`config.mk`:
```
export PLATFORM = sky130hd
export DESIGN_NAME = cgw_ctrl
export DESIGN_NICKNAME = d
export VERILOG_FILES = /design/src/rtl/cgw_pkg.sv /design/src/rtl/cgw_ctrl.sv
export SDC_FILE = /design/constraint.sdc
export NUM_CORES = 1
export LEC_CHECK = 0
export BUFFER_PORTS_ARGS = -buffer_cell sky130_fd_sc_hd__buf_2
export CAP_MARGIN = 30
export CORE_AREA = 4 4 41 43
export DETAILED_ROUTE_END_ITERATION = 7
export DIE_AREA = 0 0 45 47
export PLACE_DENSITY = 0.72
export SLEW_MARGIN = 15
export SYNTH_ARGS = -nofsm -noshare
export SYNTH_HDL_FRONTEND = slang
export SYNTH_SLANG_ARGS = --single-unit
```
`constraint.sdc`:
```
create_clock -name clk -period 2.2 [get_ports clk]
set_clock_uncertainty 0.05 [all_clocks]
set_input_delay 0.44 -clock clk [delete_from_list [all_inputs] [get_ports clk]]
set_output_delay 0.44 -clock clk [all_outputs]
set_load 0.01 [all_outputs]
```
`src/rtl/cgw_pkg.sv`:
```
// ----------------------------------------------------------------------------
// cgw_pkg
// Shared types, constants and codes of the circle against grid wall collision
// block: sizes, field widths, controller states and the command and status
// groups between controller and datapath.
// ----------------------------------------------------------------------------
package cgw_pkg;

	localparam int MAX_WIDTH        = 256;
	localparam int MAX_HEIGHT       = 256;
	localparam int MAX_RADIUS_CELLS = 8;

	localparam int MAP_CELLS = MAX_WIDTH * MAX_HEIGHT;
	localparam int MAP_AW    = $clog2(MAP_CELLS);
	localparam int CELL_W    = $clog2(MAX_WIDTH);
	localparam int DIM_W     = 9;

	localparam int R_W       = 12;
	localparam int C_W       = 17;
	localparam int DX_W      = 14;
	localparam int D2_W      = 24;
	localparam int SQ_IN_W   = D2_W + 28;
	localparam int ROOT_W    = SQ_IN_W / 2;
	localparam int SQ_REM_W  = ROOT_W + 1;
	localparam int NUM_W     = (DX_W - 1) + 28 + 1;
	localparam int Q_W       = 17;
	localparam int N_W       = 16;

	localparam logic [R_W-1:0] R_MAX    = R_W'(MAX_RADIUS_CELLS * 256);
	localparam logic [N_W-1:0] NORM_ONE = N_W'(16384);

	// Item kinds carried on tuser
	localparam logic OP_WRITE = 1'b0;
	localparam logic OP_QUERY = 1'b1;

	// Configuration register indexes
	localparam logic REG_WIDTH  = 1'b0;
	localparam logic REG_HEIGHT = 1'b1;

	typedef enum logic [3:0] {
		ST_CLEAR,
		ST_IDLE,
		ST_SETUP,
		ST_SCAN,
		ST_DRAIN,
		ST_SQRT,
		ST_DIVX,
		ST_DIVY,
		ST_DONE
	} state_t;

	typedef struct packed {
		logic [MAP_AW-1:0]   cell_index;
		logic                cell_is_wall;
		logic signed [C_W-1:0] center_x;
		logic signed [C_W-1:0] center_y;
		logic [R_W-1:0]      circle_radius;
	} item_t;

	typedef struct packed {
		logic            hit;
		logic [R_W-1:0]  penetration;
		logic [N_W-1:0]  normal_x;
		logic [N_W-1:0]  normal_y;
	} result_t;

	typedef struct packed {
		logic clr;
		logic wr;
		logic load;
		logic start;
		logic scan;
		logic sq_init;
		logic sq_step;
		logic dv_init;
		logic dv_sel;
		logic dv_step;
		logic ld_out;
	} cmd_t;

	typedef struct packed {
		logic clr_last;
		logic empty;
		logic scan_last;
		logic pipe_busy;
		logic sq_last;
		logic dv_last;
		logic out_free;
	} status_t;

endpackage

```
`src/rtl/cgw_ctrl.sv`:
```
// ----------------------------------------------------------------------------
// cgw_ctrl
// Sequencer: clearing pass, item intake, cell scan, drain, square root,
// two divides and result hand-off.
// ----------------------------------------------------------------------------
module cgw_ctrl (
	input  logic             clk,
	input  logic             arst_n,
	input  logic             in_valid,
	input  logic             in_op,
	input  cgw_pkg::status_t sts,
	output logic             in_ready,
	output cgw_pkg::cmd_t    cmd
);

	cgw_pkg::state_t state_q, state_d;

	always_ff @(posedge clk or negedge arst_n) begin
		if (!arst_n) begin
			state_q <= cgw_pkg::ST_CLEAR;
		end else begin
			state_q <= state_d;
		end
	end

	always_comb begin
		state_d = state_q;
		case (state_q)
			cgw_pkg::ST_CLEAR: begin
				if (sts.clr_last) state_d = cgw_pkg::ST_IDLE;
			end
			cgw_pkg::ST_IDLE: begin
				if (in_valid && in_op == cgw_pkg::OP_QUERY) state_d = cgw_pkg::ST_SETUP;
			end
			cgw_pkg::ST_SETUP: begin
				state_d = sts.empty ? cgw_pkg::ST_DRAIN : cgw_pkg::ST_SCAN;
			end
			cgw_pkg::ST_SCAN: begin
				if (sts.scan_last) state_d = cgw_pkg::ST_DRAIN;
			end
			cgw_pkg::ST_DRAIN: begin
				if (!sts.pipe_busy) state_d = cgw_pkg::ST_SQRT;
			end
			cgw_pkg::ST_SQRT: begin
				if (sts.sq_last) state_d = cgw_pkg::ST_DIVX;
			end
			cgw_pkg::ST_DIVX: begin
				if (sts.dv_last) state_d = cgw_pkg::ST_DIVY;
			end
			cgw_pkg::ST_DIVY: begin
				if (sts.dv_last) state_d = cgw_pkg::ST_DONE;
			end
			cgw_pkg::ST_DONE: begin
				if (sts.out_free) state_d = cgw_pkg::ST_IDLE;
			end
			default: state_d = cgw_pkg::ST_CLEAR;
		endcase
	end

	always_comb begin
		cmd      = '0;
		in_ready = 1'b0;
		case (state_q)
			cgw_pkg::ST_CLEAR: cmd.clr = 1'b1;
			cgw_pkg::ST_IDLE: begin
				in_ready = 1'b1;
				cmd.wr   = in_valid && in_op == cgw_pkg::OP_WRITE;
				cmd.load = in_valid && in_op == cgw_pkg::OP_QUERY;
			end
			cgw_pkg::ST_SETUP: cmd.start = 1'b1;
			cgw_pkg::ST_SCAN:  cmd.scan = 1'b1;
			cgw_pkg::ST_DRAIN: cmd.sq_init = !sts.pipe_busy;
			cgw_pkg::ST_SQRT: begin
				cmd.sq_step = 1'b1;
				cmd.dv_init = sts.sq_last;
			end
			cgw_pkg::ST_DIVX: begin
				cmd.dv_step = 1'b1;
				cmd.dv_init = sts.dv_last;
				cmd.dv_sel  = sts.dv_last;
			end
			cgw_pkg::ST_DIVY: begin
				cmd.dv_step = 1'b1;
				cmd.dv_sel  = 1'b1;
			end
			cgw_pkg::ST_DONE: cmd.ld_out = sts.out_free;
			default: cmd = '0;
		endcase
	end

endmodule

```
* Yosys cells after proc, flatten, opt, wreduce, memory -nomap -nowiden *
Cells that the tools add are included.

operators by class
  equal/unequal tests = 16
  muxes and demuxes = 20
  bitwise operators = 1
  reduce and logical (&&, ||, !) cells = 5

operator list
  kind                                                                    count
  4-bit case mux with 9 select lines                                      1
  4-bit two-way mux                                                       8
  4-bit by 3-bit equality test with 1-bit output (second input constant)  4
  2-bit != test (second input constant)                                   8
  4-bit by 2-bit equality test with 1-bit output (second input constant)  2
  8-bit AND reduction                                                     1
  1-bit two-way mux                                                       7
  4-bit by 1-bit equality test with 1-bit output (second input constant)  1
  4-bit equality test (second input constant)                             1
  4-bit logical NOT                                                       1
  2-bit case mux with 2 select lines                                      1
  3-bit two-way mux                                                       1
  1-bit logical AND                                                       2
  2-bit two-way mux                                                       1
  1-bit case mux with 2 select lines                                      1
  1-bit logical NOT                                                       1
  1-bit NOT                                                               1

storage, ports and cells
  flip-flop bits (word level) = 4
  output and inout port bits = 12
  logic and storage cells = 43

* Depth between registers and ports, before layout *
Gate-level depths: netlist (run 1).

  depth after elaboration = 3
  depth in mapped cells = 5
  gate-level depth less buffers = 4

* Worst setup path before layout (run 1) *
OpenSTA, ideal clock, no wires.

  path kind = reg2reg
  from = reg state_q[1]
  to = reg state_q[0]
  library setup time = 125 ps
  data arrival time = 1538 ps
  setup slack = 487 ps
  cell stages (with the launch flop) = 6
  buffers on the path = 1
  clock period less this slack = 1713 ps
  cells stage by stage = dfrtp_1 buf_4 nor4_2 a22o_4 nor4b_4 mux2_4

on the way
  longest elaborated chain between the ends = 3
  elaborated cells on any way between the ends = 19
  those cells by class = eq/ne: 16; mux: 1; reduce/logical: 2

ends and longest elaborated chain
  element                                                                       RTL line        text
  start, declared                                                               cgw_ctrl.sv:16  cgw_pkg::state_t state_q, state_d;
  start signal, assigned                                                        cgw_ctrl.sv:20  state_q <= cgw_pkg::ST_CLEAR;
  start signal, assigned                                                        cgw_ctrl.sv:22  state_q <= state_d;
  4-bit by 1-bit equality test with 1-bit output, or another cell as far along  cgw_ctrl.sv:28  case (state_q)
  2-bit != test (no source line)                                                n/a
  8-bit AND reduction (no source line)                                          n/a

Several ways; a longest one is shown, not always the timed one.
A chain may end at the register's enable or synchronous reset.

==> results.toml, run 1 <==
[timing]
fmax_mhz = 482
finalMaxSlewViolations = 0
min_period_ps = 2070
finalCritPeriodShare_pct = 94.3
slew_headroom_pct = 71.6
rsz0062_at_grt = "false"
tns_ps = 0
setup-violations-final = 0
hold_viol_final = 0
worst_slew_pin_slew_ps = 426

[detailed_routing]
wl_per_cell_um = 13.8
firstDrtPassIters = 4
viasPerCell = 5.26
drc_errors = 0
drtAntennaViolNets = 0
vias = 479
wl_um = 1250
drt-initial-drc-count = 12

[clock_network]
clk_latency_ps = 240
clkSinkCount = 4
htree_levels = 1
tritoncts = "done"
cts_buffers = 3
clk_path_buf_depth = 2
post_cts_buffers = 0
cts_root_buf = "clkbuf_4"
clkTransAtPathRegs_ps = 50

[worst_setup_path]
startpoint = "state_q[2]"
worstSetupEndpointType = "output port"
crit_required_ps = 1710
critPathMaxFanout = 13
crit_slowest_cell = "dfrtp_2"
startpoint_type = "flip-flop"
cp_slowest_stage_delay_ps = 500
critical_path_class = "flip-flop to output port"
worst_ep_arrival_time_ps = 1580
crit_family = "simple AND/OR/NAND/NOR gates"
regToRegStartpoint = "state_q[1]"
reg2reg_depth = 4
crit_cells = 4
path_cells = "or2b_2 > nor2_1 > o21a_1 > buf_2"
crit_buf_inv = 1

[synth]
synth_top_cell_area_share_pct = 22.2
yosysWarnings = 0
async_flop_share_pct = 100
syn_area_um2 = 450
synth_cell_types = 29
yosys-top-cells-area = "dfrtp_1 22%, nor2_1 5.8%, nor4b_4 5.3%, nand2b_1 4.2%, nor2b_1 4.2%"
yosysMostFrequentCell = "nor2_1"
syn_avg_cell_area_um2 = 8.66
synth_edf_count = 0
synth_fp_nets = 63
yosys.area.top_type = "dfrtp_1"
synth_common_cells = "7 x nor2_1, 4 x dfrtp_1"
yosys_register_bits = 4
synthFlopType = "dfrtp_1"
syn_inst = 52
yosysSeqAreaShare_pct = 22.2

[final_layout]
largestRegisters = "state_q (4)"
layout-drive-gt1-share_pct = 47.4
top_register = "state_q"
area_growth_pct = 34.4
instances_no_fill = 91
nets = 89
multi_input_area_um2 = 324
largest_reg_flops = 4
antennaDiodeCount = 0
num-fill-cells = 131
seq_area_um2 = 101

[global_route]
grt_pass1_vias = 470
antenna_found_initial = 0
grt_usage_pct = 14.5
overflow = 0
grt_max_degree = 14
grt_first_pass_wirelength_um = 2130

[worst_hold_path]
hp-class = "primary input to asynchronous set/reset pin"

[power]
max-vdd-ir-drop_mv = 0.650
sw_frac_of_total_pct = 46.9
power_density_mw_per_mm2 = 1420
p_leak_nw = 0.318
switching_power_mw = 0.404
comb_power_share_pct = 62.6
power.total_mw = 0.861
pwr-share-seq_pct = 26.2
pwr-share-clk_pct = 11.1
intPower_mw = 0.457

[die]
initial_core_util_pct = 34.6
core-area_mm2 = 0.00130
num_io_pins = 23
dieArea_mm2 = 0.00212
die_y_um = 47
fp.dieW_um = 45
rows = 13

[run]
cap_violations = 0

[placement]
place.gp.congestion = 0.822
dpl.cell_count = 87
io_buffers = 22
dp_hpwl_um = 1000

[outcome]
run_status = "completed"
-- layout make-up --
type / count / share of cell area [%]
clock buffer: 3 / 3.72
inverter: 3 / 1.86
multi-input combinational: 42 / 53.5
sequential: 4 / 16.7
tap: 15 / 3.10
timing repair buffer: 24 / 21.1
-- cell families (layout without fill, tap and decap cells) --
logic type	after synthesis	after routing	synth area share [%]
flops	4	4	22.2
simple gates	29	29	44.2
compound gates	12	12	22.5
mux	1	1	3.33
buf+inv	6	30	7.78
-- power groups by stage --
stage / logic [mW] / clock network [mW] / registers [mW]
4_1_cts: 0.534 / 0.0976 / 0.211
5_1_grt: 0.596 / 0.106 / 0.236
3_5_place_dp: 0.530 / 0 / 0.213
3_3_place_gp: 0.518 / 0 / 0.208
6_report: 0.539 / 0.0960 / 0.226
2_1_floorplan: 0.464 / 0 / 0.151
-- worst reg2reg max path: cells and delay by family, from the launching register on --
kind	cells	cell delay [ps]
flops	1	600
simple gates	2	470
mux	1	330
compound gates	1	290
-- path summary, 6_finish.rpt --
kind	slack (ps)	end
max reg2reg	350	state_q[0]
min	480	state_q[1]
min in group clk	570	state_q[1]
max	130	cmd[2]
max in group asynchronous	1460	state_q[2]
min reg2reg	710	state_q[2]
-- layout by cell type, fill, tap and decap left out --
cell type,Yosys,routed
a211oi_2,1,1
a21o_1,1,1
a21oi_1,3,3
a22o_4,1,1
a22oi_1,1,1
a31o_2,2,2
and2_1,1,1
and2b_1,1,1
and3_1,2,2
buf_2,1,22
buf_4,1,1
clkbuf_4,0,3
dfrtp_1,4,3
dfrtp_2,0,1
dlygate4sd3_1,0,1
inv_1,3,3
mux2_4,1,1
nand2_1,3,3
nand2b_1,3,3
nor2_1,7,7
nor2b_1,3,3
nor3b_1,1,1
nor4_1,2,2
nor4_2,1,1
nor4b_1,2,2
nor4b_4,1,2
o211ai_1,1,1
o21a_1,1,1
o41ai_1,1,1
or2b_2,1,1
-- per-stage QoR --
| stage | utilization, % | hold slack (ps) | setup slack, ps | instance area, um2 |
|---|---|---|---|---|
| floorplan | - | 94.4 | 487 | 450 |
| global placement | 43.3 | 201 | 317 | 563 |
| detailed placement | 43.3 | 207 | 285 | 563 |
| CTS | 45.8 | 488 | 27.6 | 596 |
| global route | 46.5 | 504 | 3.45 | 606 |
| finish | 46.5 | 483 | 126 | 606 |
-- metal layers --
layer / track usage [%] / wire length, um / part of all wire [%]
met5: 0 / 0 / 0
met4: 8.77 / 6 / 0.48
met3: 5.36 / 58 / 4.6
met2: 23.2 / 670 / 53
met1: 16.5 / 517 / 41
-- what timing repair did --
action                     4_1_cts  5_1_grt
setup endpoints to repair        0        3
hold buffers                     1        0
hold endpoints to repair         4        0
gates resized for setup          0        2
No activity file was read; power rests on OpenSTA's default activity.
==> inputs of run 2 (changes only) <==
Settings changed: CELL_PAD_IN_SITES_DETAIL_PLACEMENT set to 1, CELL_PAD_IN_SITES_GLOBAL_PLACEMENT set to 1, CORE_AREA 4 4 41 43 to unset, CORE_MARGIN set to 4, CORE_UTILIZATION set to 30, DIE_AREA 0 0 45 47 to unset, PLACE_DENSITY 0.72 to 0.86, SLEW_MARGIN 15 to 20.
==> results.toml, run 2 (synthesis results as in run 1) <==
[outcome]
run_status = "completed"

[final_layout]
largest_reg_flops = 4
nets = 89
final_cell_mix = "22 x buf_2, 7 x nor2_1"
instances_no_fill = 91
layout-drive-gt1-share_pct = 47.4
top_register = "state_q"
final_common_cell = "buf_2"
largestRegisters = "state_q (4)"
antennaDiodeCount = 0
area_growth_pct = 32.5

[global_route]
grt_first_pass_wirelength_um = 1980
grt_max_degree = 15
overflow = 0
grt_pass1_vias = 436
grt_usage_pct = 12.8
antenna_found_initial = 0

[clock_network]
clk_path_buf_depth = 2
cts_root_buf = "clkbuf_4"
cts_buffers = 3
clkSinkCount = 4
tritoncts = "done"
clkTransAtPathRegs_ps = 40
clk_latency_ps = 240
post_cts_buffers = 0
htree_levels = 1

[detailed_routing]
viasPerCell = 5.16
wl_um = 1240
vias = 470
drt-initial-drc-count = 6
drc_errors = 0
wl_per_cell_um = 13.6
firstDrtPassIters = 2
drtAntennaViolNets = 0

[timing]
hold_viol_final = 0
setup-violations-final = 0
slew_headroom_pct = 72.3
rsz0062_at_grt = "false"
tns_ps = 0
finalCritPeriodShare_pct = 94.8
finalMaxSlewViolations = 0
min_period_ps = 2090
worst_slew_pin_slew_ps = 414
fmax_mhz = 480

[power]
power_density_mw_per_mm2 = 1410
intPower_mw = 0.448
max-vdd-ir-drop_mv = 0.699
comb_power_share_pct = 62.6
switching_power_mw = 0.390
sw_frac_of_total_pct = 46.5
pwr-share-seq_pct = 26.3
pwr-share-clk_pct = 11.1
p_leak_nw = 0.314

[die]
initial_core_util_pct = 33.4
dieArea_mm2 = 0.00219
core-area_mm2 = 0.00135
num_io_pins = 23
die_y_um = 46.8
fp.dieW_um = 46.8
rows = 13

[worst_setup_path]
critical_path_class = "flip-flop to output port"
timing.rr.end = "state_q[0]"
path_cells = "or2b_2 > nor2_1 > o21a_1 > buf_2"
worstSetupEndpointType = "output port"
critPathMaxFanout = 13
regToRegStartpoint = "state_q[0]"
cp_slowest_stage_delay_ps = 480
crit_slowest_cell = "dfrtp_2"
r2r_slack_ps = 360
reg2reg_depth = 4
crit_required_ps = 1710
worst_ep_arrival_time_ps = 1600
startpoint_type = "flip-flop"

[run]
cap_violations = 0

[placement]
place.gp.congestion = 0.767
dp_hpwl_um = 986
dpl.cell_count = 87
io_buffers = 22

[worst_hold_path]
hp-class = "primary input to asynchronous set/reset pin"
[run 2: what timing repair did]
item / in CTS / in global routing
resized for setup: 0 / 1
setup endpoints to repair: 0 / 2
endpoints found under the hold margin: 4 / 0
hold buffers: 1 / 0
[run 2: critical path: cells and delay by family, from the launching register on]
family,cells,cell delay [ps]
and+or+nand+nor,2,600
buffers and inverters,1,120
AOI/OAI and AO/OA,1,160
DFF,1,480
[run 2: power by group through the flow]
stage                     Sequential, mW  Combinational [mW]  Clock [mW]
after global placement             0.214               0.517           0
after global routing               0.236               0.581       0.105
after floorplan                    0.151               0.464           0
after CTS                          0.217               0.530      0.0983
final                              0.220               0.525      0.0930
after detailed placement           0.218               0.527           0
[run 2: routing by layer]
metal / vias up / global-route usage (%) / routed length (um)
li1: 237 / - / -
met1: 214 / 18.4 / 567
met2: 19 / 17.6 / 536
met3: 0 / 5.36 / 135
met4: 0 / 3.31 / 0
met5: - / 0 / 0
[run 2: layout make-up]
type	instances	area [um2]
clock buffers	3	22.5
fillers	176	753
inverters	3	11.3
multi-input cells	42	315
flip-flops and latches	4	101
well taps	15	18.8
repair buffers	24	128
[run 2: worst max path at each step]
stage | from | to | slack, ps | depth (start not counted)
floorplan | state_q[1] | state_q[0] | 490 | 5
global placement | state_q[2] | cmd[2] | 290 | 4
detailed placement | state_q[2] | cmd[2] | 280 | 4
CTS | state_q[2] | cmd[2] | 20 | 4
global route | state_q[0] | cmd[8] | 0.3 | 3
finish | state_q[2] | cmd[2] | 110 | 4
[run 2: through the flow]
stage / hold slack, ps / power (mW) / util (%) / instance area [um2] / setup slack (ps)
3_3_place_gp: 197 / 0.731 / 41.7 / 563 / 286
2_1_floorplan: 94.4 / 0.615 / - / 450 / 487
6_report: 483 / 0.839 / 44.2 / 597 / 115
5_1_grt: 506 / 0.922 / 44.2 / 597 / 0.287
4_1_cts: 475 / 0.845 / 44.1 / 596 / 15.3
3_5_place_dp: 202 / 0.744 / 41.7 / 563 / 277
